[src/rtl/core/mmvs_pkg.sv]
// Shared types and constants for the min/max value store.
// Used by mmvs_ram, mmvs_ctrl and min_max_value_store_core.
package mmvs_pkg;

	localparam int DEPTH    = 16;
	localparam int ADDR_W   = $clog2(DEPTH);
	localparam int CNT_W    = $clog2(DEPTH + 1);
	localparam int VALUE_W  = 32;
	localparam int OP_W     = 3;
	localparam int STATUS_W = 2;
	localparam int ENTRY_W  = 5;

	localparam logic [OP_W-1:0] OP_INSERT = OP_W'(0);
	localparam logic [OP_W-1:0] OP_QMIN   = OP_W'(1);
	localparam logic [OP_W-1:0] OP_RMIN   = OP_W'(2);
	localparam logic [OP_W-1:0] OP_QMAX   = OP_W'(3);
	localparam logic [OP_W-1:0] OP_RMAX   = OP_W'(4);

	localparam logic [STATUS_W-1:0] ST_OK    = STATUS_W'(0);
	localparam logic [STATUS_W-1:0] ST_EMPTY = STATUS_W'(1);
	localparam logic [STATUS_W-1:0] ST_FULL  = STATUS_W'(2);

	typedef struct packed {
		logic [OP_W-1:0]           op;
		logic signed [VALUE_W-1:0] value;
	} in_word_t;

	typedef struct packed {
		logic signed [VALUE_W-1:0] result_value;
		logic [STATUS_W-1:0]       status;
		logic [ENTRY_W-1:0]        entry_count;
	} out_word_t;

	typedef struct packed {
		logic               rd_en;
		logic [ADDR_W-1:0]  rd_addr;
		logic               we;
		logic [ADDR_W-1:0]  wr_addr;
		logic [VALUE_W-1:0] wr_data;
	} mem_req_t;

endpackage

[src/rtl/core/mmvs_ram.sv]
// Value memory: one write port, one read port, registered read data.
// Depends on mmvs_pkg for depth, widths and the request struct.
module mmvs_ram import mmvs_pkg::*; (
	input  logic               clk,
	input  mem_req_t           req,
	output logic [VALUE_W-1:0] rd_data
);

	logic [VALUE_W-1:0] mem [DEPTH];

	always_ff @(posedge clk) begin
		if (req.we) begin
			mem[req.wr_addr] <= req.wr_data;
		end
		if (req.rd_en) begin
			rd_data <= mem[req.rd_addr];
		end
	end

endmodule

[src/rtl/core/mmvs_ctrl.sv]
// Request sequencer: insert, extreme scan over memory and compaction after removal.
// Depends on mmvs_pkg; drives mmvs_ram through a mem_req_t.
module mmvs_ctrl import mmvs_pkg::*; (
	input  logic               clk,
	input  logic               arst_n,
	input  logic               in_valid,
	output logic               in_ready,
	input  in_word_t           in_data,
	output logic               res_valid,
	output out_word_t          res_data,
	input  logic               res_take,
	output mem_req_t           mem_req,
	input  logic [VALUE_W-1:0] rd_data
);

	typedef enum logic [1:0] {ST_IDLE, ST_SCAN, ST_SHIFT, ST_DONE} state_t;

	state_t                    state_q;
	logic [CNT_W-1:0]          cnt_q;
	logic [ADDR_W-1:0]         rcv_q;
	logic [ADDR_W-1:0]         best_idx_q;
	logic [ADDR_W-1:0]         sh_q;
	logic signed [VALUE_W-1:0] best_q;
	logic                      want_max_q;
	logic                      remove_q;
	logic signed [VALUE_W-1:0] res_value_q;
	logic [STATUS_W-1:0]       res_status_q;

	logic                      in_fire;
	logic                      is_search;
	logic [CNT_W-1:0]          last_c;
	logic                      take_new;
	logic signed [VALUE_W-1:0] best_c;
	logic [ADDR_W-1:0]         best_idx_c;
	logic                      scan_last;
	logic                      need_shift;
	logic                      shift_more;

	assign in_ready  = (state_q == ST_IDLE);
	assign in_fire   = in_valid && in_ready;
	assign is_search = (in_data.op == OP_QMIN) || (in_data.op == OP_RMIN) ||
	                   (in_data.op == OP_QMAX) || (in_data.op == OP_RMAX);
	assign last_c    = cnt_q - CNT_W'(1);

	assign take_new   = (rcv_q == '0) ||
	                    (want_max_q ? ($signed(rd_data) > best_q) : ($signed(rd_data) < best_q));
	assign best_c     = take_new ? $signed(rd_data) : best_q;
	assign best_idx_c = take_new ? rcv_q : best_idx_q;
	assign scan_last  = (CNT_W'(rcv_q) == last_c);
	assign need_shift = (CNT_W'(best_idx_c) != last_c);
	assign shift_more = ((CNT_W + 1)'(sh_q) + (CNT_W + 1)'(2)) < (CNT_W + 1)'(cnt_q);

	assign res_valid             = (state_q == ST_DONE);
	assign res_data.result_value = res_value_q;
	assign res_data.status       = res_status_q;
	assign res_data.entry_count  = ENTRY_W'(cnt_q);

	always_comb begin
		mem_req = '0;
		unique case (state_q)
			ST_IDLE: begin
				if (in_fire) begin
					if (in_data.op == OP_INSERT) begin
						mem_req.we      = (cnt_q < CNT_W'(DEPTH));
						mem_req.wr_addr = ADDR_W'(cnt_q);
						mem_req.wr_data = in_data.value;
					end else if (is_search && (cnt_q != '0)) begin
						mem_req.rd_en   = 1'b1;
						mem_req.rd_addr = '0;
					end
				end
			end
			ST_SCAN: begin
				if (!scan_last) begin
					mem_req.rd_en   = 1'b1;
					mem_req.rd_addr = rcv_q + ADDR_W'(1);
				end else if (remove_q && need_shift) begin
					mem_req.rd_en   = 1'b1;
					mem_req.rd_addr = best_idx_c + ADDR_W'(1);
				end
			end
			ST_SHIFT: begin
				mem_req.we      = 1'b1;
				mem_req.wr_addr = sh_q;
				mem_req.wr_data = rd_data;
				if (shift_more) begin
					mem_req.rd_en   = 1'b1;
					mem_req.rd_addr = sh_q + ADDR_W'(2);
				end
			end
			ST_DONE: begin
			end
		endcase
	end

	always_ff @(posedge clk or negedge arst_n) begin
		if (!arst_n) begin
			state_q <= ST_IDLE;
			cnt_q   <= '0;
		end else begin
			unique case (state_q)
				ST_IDLE: begin
					if (in_fire) begin
						res_value_q  <= '0;
						res_status_q <= ST_OK;
						want_max_q   <= (in_data.op == OP_QMAX) || (in_data.op == OP_RMAX);
						remove_q     <= (in_data.op == OP_RMIN) || (in_data.op == OP_RMAX);
						rcv_q        <= '0;
						state_q      <= ST_DONE;
						if (in_data.op == OP_INSERT) begin
							res_value_q <= in_data.value;
							if (cnt_q >= CNT_W'(DEPTH)) begin
								res_status_q <= ST_FULL;
							end else begin
								cnt_q <= cnt_q + CNT_W'(1);
							end
						end else if (is_search) begin
							if (cnt_q == '0) begin
								res_status_q <= ST_EMPTY;
							end else begin
								state_q <= ST_SCAN;
							end
						end
					end
				end
				ST_SCAN: begin
					best_q     <= best_c;
					best_idx_q <= best_idx_c;
					rcv_q      <= rcv_q + ADDR_W'(1);
					if (scan_last) begin
						res_value_q <= best_c;
						state_q     <= ST_DONE;
						if (remove_q) begin
							if (need_shift) begin
								sh_q    <= best_idx_c;
								state_q <= ST_SHIFT;
							end else begin
								cnt_q <= last_c;
							end
						end
					end
				end
				ST_SHIFT: begin
					sh_q <= sh_q + ADDR_W'(1);
					if (!shift_more) begin
						cnt_q   <= last_c;
						state_q <= ST_DONE;
					end
				end
				ST_DONE: begin
					if (res_take) begin
						state_q <= ST_IDLE;
					end
				end
			endcase
		end
	end

	a_shift_order: assert property (@(posedge clk) disable iff (!arst_n)
		(mem_req.we && mem_req.rd_en) |-> (mem_req.wr_addr < mem_req.rd_addr))
		else $error("write overtakes pending read");

	a_count_step: assert property (@(posedge clk) disable iff (!arst_n)
		(cnt_q != $past(cnt_q)) |->
		((cnt_q == $past(cnt_q) + CNT_W'(1)) || (cnt_q == $past(cnt_q) - CNT_W'(1))))
		else $error("count moved by more than one");

	a_count_bound: assert property (@(posedge clk) disable iff (!arst_n)
		res_valid |-> (cnt_q <= CNT_W'(DEPTH)))
		else $error("count beyond depth");

	a_empty_status: assert property (@(posedge clk) disable iff (!arst_n)
		(res_valid && (res_status_q == ST_EMPTY)) |-> (cnt_q == '0))
		else $error("empty reported with entries held");

	a_shift_entry: assert property (@(posedge clk) disable iff (!arst_n)
		(state_q == ST_SHIFT) |-> (($past(state_q) == ST_SCAN) || ($past(state_q) == ST_SHIFT)))
		else $error("compaction entered without scan");

endmodule

[src/rtl/core/min_max_value_store_core.sv]
// Top level of the min/max value store: sequencer, value memory and output register.
// Depends on mmvs_pkg, mmvs_ram and mmvs_ctrl.
//
//  channel  signals                          word
//  request  in_valid, in_ready, in_data      in_word_t  (op, value)
//  result   out_valid, out_ready, out_data   out_word_t (result_value, status, entry_count)
//
// Insert, empty, full and unused codes go from acceptance straight to the result state.
// For query and remove, the memory read port is walked one entry a cycle for the scan,
// and for remove then again from the removed entry upward to close the gap.
// Reset clears the count, the sequencer state and the output valid only; no memory clearing pass.
// A finished word waits in the output register while the next request is taken.
module min_max_value_store_core import mmvs_pkg::*; (
	input  logic      clk,
	input  logic      arst_n,
	input  logic      in_valid,
	output logic      in_ready,
	input  in_word_t  in_data,
	output logic      out_valid,
	input  logic      out_ready,
	output out_word_t out_data
);

	mem_req_t           mem_req;
	logic [VALUE_W-1:0] rd_data;
	logic               res_valid;
	out_word_t          res_data;
	logic               res_take;
	logic               out_valid_q;
	out_word_t          out_q;

	mmvs_ctrl u_ctrl (
		.clk       (clk),
		.arst_n    (arst_n),
		.in_valid  (in_valid),
		.in_ready  (in_ready),
		.in_data   (in_data),
		.res_valid (res_valid),
		.res_data  (res_data),
		.res_take  (res_take),
		.mem_req   (mem_req),
		.rd_data   (rd_data)
	);

	mmvs_ram u_ram (
		.clk     (clk),
		.req     (mem_req),
		.rd_data (rd_data)
	);

	assign res_take  = res_valid && (!out_valid_q || out_ready);
	assign out_valid = out_valid_q;
	assign out_data  = out_q;

	always_ff @(posedge clk or negedge arst_n) begin
		if (!arst_n) begin
			out_valid_q <= 1'b0;
		end else if (res_take) begin
			out_valid_q <= 1'b1;
		end else if (out_ready) begin
			out_valid_q <= 1'b0;
		end
	end

	always_ff @(posedge clk) begin
		if (res_take) begin
			out_q <= res_data;
		end
	end

endmodule

[config.mk]
export PLATFORM = sky130hd
export DESIGN_NAME = min_max_value_store_core
export DESIGN_NICKNAME = d
export VERILOG_FILES = /design/src/rtl/core/mmvs_pkg.sv /design/src/rtl/core/mmvs_ram.sv /design/src/rtl/core/mmvs_ctrl.sv /design/src/rtl/core/min_max_value_store_core.sv
export SDC_FILE = /design/constraint.sdc
export NUM_CORES = 1
export LEC_CHECK = 0
export BUFFER_PORTS_ARGS = -buffer_cell sky130_fd_sc_hd__buf_2
export CAP_MARGIN = 20
export CORE_AREA = 2 2 312 160
export DETAILED_ROUTE_END_ITERATION = 16
export DIE_AREA = 0 0 314 162
export PLACE_DENSITY = 0.75
export SYNTH_ARGS = -nofsm -noshare
export SYNTH_HDL_FRONTEND = slang
export SYNTH_SLANG_ARGS = --single-unit
[constraint.sdc]
create_clock -name clk -period 7 [get_ports clk]
set_input_delay 1.05 -clock clk [delete_from_list [all_inputs] [get_ports clk]]
set_output_delay 1.05 -clock clk [all_outputs]
set_load 0.005 [all_outputs]
# Yosys cells after proc, flatten, opt, wreduce, memory -nomap -nowiden

Memory sizes are Yosys's and may differ from the RTL's. A register that Yosys moved wholly into a read port is not among the register bits.
Cells that the tools add are included.

$add $sub $neg: 7
Multipliers: 0
Div/mod/pow operators: 0
Magnitude comparators: 5
Equal/unequal tests: 18
Shifts and indexed selects: 0
Multiplexer cells: 48
Bitwise operators: 0
Reduce and logical (&&, ||, !) cells: 28

Operators with widths:

| operator              | number |
|---|---|
| $mux W32              | 4 |
| $pmux W37 S2          | 1 |
| $pmux W32 S2          | 1 |
| $mux W5               | 12 |
| $mux W42              | 1 |
| $mux W37              | 1 |
| $gt A32 B32 Y1        | 1 |
| $lt A32 B32 Y1        | 1 |
| $pmux W5 S3           | 2 |
| $mux W2               | 11 |
| $mux W4               | 5 |
| $pmux W4 S2           | 2 |
| $add A4 B1 Y4 const B | 3 |
| $ne A2 B2 Y1 const B  | 5 |
| $ne A2 B1 Y1 const B  | 4 |
| $pmux W2 S4           | 1 |
| $reduce_and A4 Y1     | 2 |
| $reduce_and A8 Y1     | 1 |
| $logic_or A1 B1 Y1    | 7 |
| $mux W1               | 7 |
| $eq A3 B2 Y1 const B  | 2 |
| $lt A6 B5 Y1          | 1 |
| $reduce_and A3 Y1     | 2 |
| $reduce_bool A2 Y1    | 3 |
| other kinds (22)      | 26 |

Register bits after elaboration: 127
Latch bits: 0
Memory bits (writable): 512
Memory bits (read-only): 0
Bits of input ports: 39
Output and inout port bits: 41
Word-level logic and storage cells: 121
Memories: 1

Memory list:

| name      | words | width | rd ports | clocked after memory_dff | write ports | line          | source |
|---|---|---|---|---|---|---|---|
| u_ram.mem | 16    | 32    | 1        | 1                        | 1           | mmvs_ram.sv:9 | `logic [VALUE_W-1:0] mem [DEPTH];` |

# Longest topological paths before layout

Word-level depth: 11
Depth in mapped cells: 26
Mapped depth without buffers: 19

# Cells and area by module

From an unflattened synthesis, not the netlist that was laid out.

Cells, all modules: 1493
Area total of the unflattened synthesis: 27338.7 µm²

Modules (own cells, without submodules):

| module                   | instances | cells each | area each (µm²) | seq. area each (µm²) |
|---|---|---|---|---|
| mmvs_ram                 | 1         | 838        | 20155.6         | 16335.7 |
| mmvs_ctrl                | 1         | 612        | 5968.2          | 2577.5 |
| min_max_value_store_core | 1         | 43         | 1214.9          | 1196.1 |

# Worst setup path before layout

No wires, ideal clock.

Path kind: register -> register
Start point: register u_ram.rd_data[14], read port of u_ram.mem
End point: register u_ram.rd_data[20], read port of u_ram.mem (data pin)
Library setup time: 0.272 ns
Arrival time: 4.811 ns
Required time: 6.728 ns
Path slack: 1.917 ns
Cell stages (with the launch flop): 22
Buffers on the path: 4
Clock period less this slack: 5.083 ns
Path through: edfxtp_1 -> ha_1 -> a21oi_1 -> nand2_1 -> a221o_1 -> o31a_1 -> o31ai_2 -> nand2_1 -> buf_4 -> clkbuf_1 -> nand2_1 -> o21ai_0 -> ha_1 -> mux2i_1 -> nor2_1 -> o21ai_0 -> a31oi_1 -> buf_2 -> clkbuf_1 -> mux2i_1 -> a211oi_1 -> or4_1

Cells in the longest elaborated chain, start to end: 9
Elaborated cells between the ends (all ways): 11
Classes of those cells: add/sub: 1; order compare: 2; eq/ne: 1; mux: 5; reduce/logical: 2

RTL lines:

| element                                                               | line            | source |
|---|---|---|
| start: declaration                                                    | mmvs_ram.sv:6   | `output logic [VALUE_W-1:0] rd_data` |
| $lt A32 B32 Y1 / $gt A32 B32 Y1 (equally long branches)               | mmvs_ctrl.sv:46 | `(want_max_q ? ($signed(rd_data) > best_q) : ($signed(rd_data) < best_q));` |
| $mux W1 (*)                                                           | mmvs_ctrl.sv:46 |  |
| $logic_or A1 B1 Y1 (*)                                                | mmvs_ctrl.sv:45 | `assign take_new = (rcv_q == '0) \|\|` |
| $mux W4 (*)                                                           | mmvs_ctrl.sv:48 | `assign best_idx_c = take_new ? rcv_q : best_idx_q;` |
| via u_ctrl.best_idx_c[1]                                              | mmvs_ctrl.sv:34 | `logic [ADDR_W-1:0] best_idx_c;` |
| parallel branches: the longest is 2 deep, another holds $add A4 B1 Y4 | n/a             |  |
| $mux W5 (*)                                                           | mmvs_ctrl.sv:77 | `end else if (remove_q && need_shift) begin` |
| $mux W5 (*)                                                           | mmvs_ctrl.sv:74 | `if (!scan_last) begin` |
| $pmux W5 S3 (*)                                                       | mmvs_ctrl.sv:60 | `unique case (state_q)` |

Mark *: on every way through the listed nets, which the timed path passes.
A chain may end at the register's enable or synchronous reset.

# Final worst setup path

Start point: register u_ram.rd_data[27], read port of u_ram.mem
End point: register u_ram.rd_data[31], read port of u_ram.mem (data pin)

Same word-level chain as after synthesis.

==> run_results.csv <==
group,metric,value,unit
die,num_rows,57,
timing,final.min_clock_period,6.171,ns
drt,wl_per_cell,29.80,um
worst_setup_path,cp-end-kind,"flop",
worst_hold_path,hp-class,"in -> async",
die,dieHeight,162,um
clocking,clkTransAtPathRegs,0.07,ns
timing,tightest_slew,1.119,ns
drt,wirelength,77150,um
clocking,cts.path.max_buffers,3,
timing,slew-limit-headroom,25.38,%
clocking,cts_tree,"done",
worst_setup_path,slowest_delay,0.72,ns
drt,met1_length,32360,um
worst_setup_path,worstPathArrival,6.50,ns
flow_run,maxCapViolations,0,
die,start_util,58.36,%
timing,rsz0062_at_grt,"no",
drt,routed.top_layer,"met5",
logic_synthesis,ys_ff_latch,671,
power_and_ir_drop,power.leakage,10.31,nW
drt,first_iter_violations,2598,
clocking,cts-hold-fix-buffers,0,
worst_setup_path,startpoint,"u_ram.rd_data[27]",
cells_and_area,final_util,64.74,%
outcome,outcome,"completed",
logic_synthesis,synth_top_area_share,71.08,%
worst_setup_path,cp_data_required_time,7.33,ns
placed_design,dp_hpwl,46910,um
logic_synthesis,synth.largest_area_cell,"edfxtp_1",
clocking,cts_root_buffer,"clkbuf_16",
logic_synthesis,yosysWarningCount,0,
clocking,cts_buffers,55,
global_route,first_global_vias,16880,
logic_synthesis,avgSynthCellArea,15.34,um2
drt,vias_per_cell,6.854,
clocking,htree_levels,2,
placed_design,gp_congestion,0.9189,
timing,period_share,88.16,%
clocking,clk_latency,0.61,ns
drt,wl_met3,10900,um
power_and_ir_drop,power.density,496.7,mW/mm2
timing,drv_slew,0,
drt,vias,17740,
global_route,grt_start_max_net_pins,122,
cells_and_area,drive_gt1_share,14.90,%
drt,drt-pass1-iter-count,7,
cells_and_area,design.final.nets,1986,
timing,max_freq,0.1620,GHz
die,die_w,314,um
timing,setup_viol,0,
placed_design,place.port_buffers,79,
timing,hold_viol,0,
global_route,track_usage,30.48,%
die,ios,80,
logic_synthesis,seq_area_frac_synth,71.79,%
die,core,0.04800,mm2
logic_synthesis,synthTopCellsByCount,"edfxtp_1, a211oi_1, mux2i_1",
logic_synthesis,yosysUniqueCellTypes,80,
logic_synthesis,yosys-top-cells-area,"edfxtp_1, a211oi_1, mux2i_1",
drt,drcViolationCount,0,
worst_setup_path,critical-path-slowest-cell,"o311ai_1",
timing,finalSetupTns,0,ns
logic_synthesis,synth-async-reset-ratio,1.192,%
worst_setup_path,cp_max_fo,17,
worst_setup_path,criticalPathCategory,"reg -> reg",
die,die_area,0.05087,mm2
logic_synthesis,syn_nets,1912,
power_and_ir_drop,vdd_drop_max,452.4,uV
worst_setup_path,cp_cell_sequence,"ha_1, nand4_1, or4_1, o21ai_1, mux2i_1, o31ai_1, nand2_1, inv_1, and2_1, o311ai_1, o21a_4, or2_2, buf_4, a211oi_1, or4_1",
timing,finClkSkew,0.02826,ns
drt,wl_met2,32070,um
global_route,antenna_found_initial,1,
worst_setup_path,reg2reg_depth,15,
global_route,grt_pass1_wl,113000,um
clocking,ctsResizeCount,0,
cells_and_area,diodes,0,
worst_setup_path,r2r_slack,0.83,ns
worst_setup_path,r2r_end,"u_ram.rd_data[31]",
drt,antenna_left,0,
worst_setup_path,cp_common_cell,"or4_1",
clocking,cts_setup_buffers,0,
logic_synthesis,netlist_area,0.02801,mm2
logic_synthesis,synth-edff-count,663,
worst_setup_path,start_kind,"flop",
logic_synthesis,yosysMostFrequentCell,"edfxtp_1",
clocking,clock-sinks,671,
cells_and_area,area_growth_syn_to_layout,10.94,%
worst_setup_path,reg2reg_from,"u_ram.rd_data[27]",
logic_synthesis,netlist_instances,1826,
logic_synthesis,ys.flop_type,"edfxtp_1",
global_route,grt.overflow.total,0,
==> final cells by class <==
type / instances / area, um2
clock buffers: 67 / 1421
clock inverters: 30 / 280.3
fillers: 3359 / 16920
inverters: 54 / 202.7
multi-input cells: 988 / 7396
flip-flops and latches: 671 / 20110
well taps: 649 / 812.0
repair buffers: 130 / 853.3
==> cell families (layout without fill, tap and decap cells) <==
family,Yosys count,in the layout,share of synthesized area [%]
flip-flops,671,671,71.79
AO/OA/AOI/OAI,480,480,12.45
XOR/XNOR,16,16,0.5271
buffers and inverters,167,281,2.519
AND/OR/NAND/NOR,320,320,5.999
multiplexers,125,125,4.610
adder cells (fa/ha/maj),47,47,2.099
==> metal layers <==
layer / vias up / GRT usage [%]
li1: 7464 / -
met5: - / 0
met4: 2 / 7.525
met2: 1283 / 41.80
met3: 114 / 10.28
met1: 8881 / 46.71
==> metrics by stage <==
| step | hold slack [ns] | cell area (um2) | setup slack, ns | power (mW) | std cells |
|---|---|---|---|---|---|
| finish | 0.3203 | 31070 | 0.8289 | 15.44 | 2589 |
| global route | 0.3197 | 31070 | 0.6615 | 16.07 | 2589 |
| CTS | 0.2989 | 31050 | 1.044 | 15.27 | 2588 |
| detailed placement | 0.4045 | 29350 | 1.071 | 12.28 | 2491 |
| global placement | 0.4014 | 29350 | 1.185 | 12.07 | 2491 |
| floorplan | 0.4003 | 28010 | 1.917 | 10.05 | 1826 |
==> cells in the final DEF (no fill, tap or decap), types with 5 or more instances in the layout <==
cell type	instances
a211oi_1	154
a21o_1	5
a21oi_1	31
a22o_1	65
a31oi_1	6
and2_0	5
and2_1	38
buf_12	6
buf_2	79
buf_4	45
clkbuf_1	12
clkbuf_16	55
clkinv_1	8
clkinv_2	8
dfrtp_1	8
edfxtp_1	663
ha_1	45
inv_1	54
mux2_2	32
mux2i_1	93
nand2_1	51
nand2b_1	5
nand3_1	48
nand4_1	12
nor2_1	63
nor2_4	17
nor2b_1	6
nor3_1	9
o211ai_1	6
o21a_1	6
o21ai_0	56
o22ai_1	88
o32ai_1	5
or3_1	7
or4_1	33
xnor2_1	9
xor2_1	6
==> critical path: cells and delay by family, from the launching register on <==
family                     cells  cell delay (ns)
and+or+nand+nor                6             2.61
AOI/OAI and AO/OA              5             1.72
DFF                            1             0.48
buffers and inverters          2             0.43
adders and majority gates      1             0.37
muxes                          1             0.26
==> how the worst max path moves through the flow <==
stage | slack, ns | to | depth (start not counted)
2_1_floorplan | 1.92 | u_ram.rd_data[20] | 21
3_3_place_gp | 1.19 | u_ram.rd_data[6] | 19
3_5_place_dp | 1.07 | u_ram.rd_data[17] | 19
4_1_cts | 1.04 | u_ram.rd_data[31] | 19
5_1_grt | 0.66 | u_ram.rd_data[6] | 18
6_report | 0.83 | u_ram.rd_data[31] | 15
==> registers in the layout, indices dropped and copies added (netlist names) <==
name	cells
out_data	39
out_valid	1
u_ctrl.best_idx_q	4
u_ctrl.best_q	32
u_ctrl.cnt_q	5
u_ctrl.rcv_q	4
u_ctrl.remove_q	1
u_ctrl.res_status_q	2
u_ctrl.res_value_q	32
u_ctrl.sh_q	4
u_ctrl.state_q	2
u_ctrl.want_max_q	1
u_ram.mem	512
u_ram.rd_data	32
==> report_power, final <==
part           internal [mW]  switching [mW]  total, mW
Clock                   1.60            1.42       3.02
Combinational           2.14            4.32       6.46
Sequential              5.60           0.369       5.97
Total                   9.33            6.10       15.4
Power figures use the tool's default switching activity.
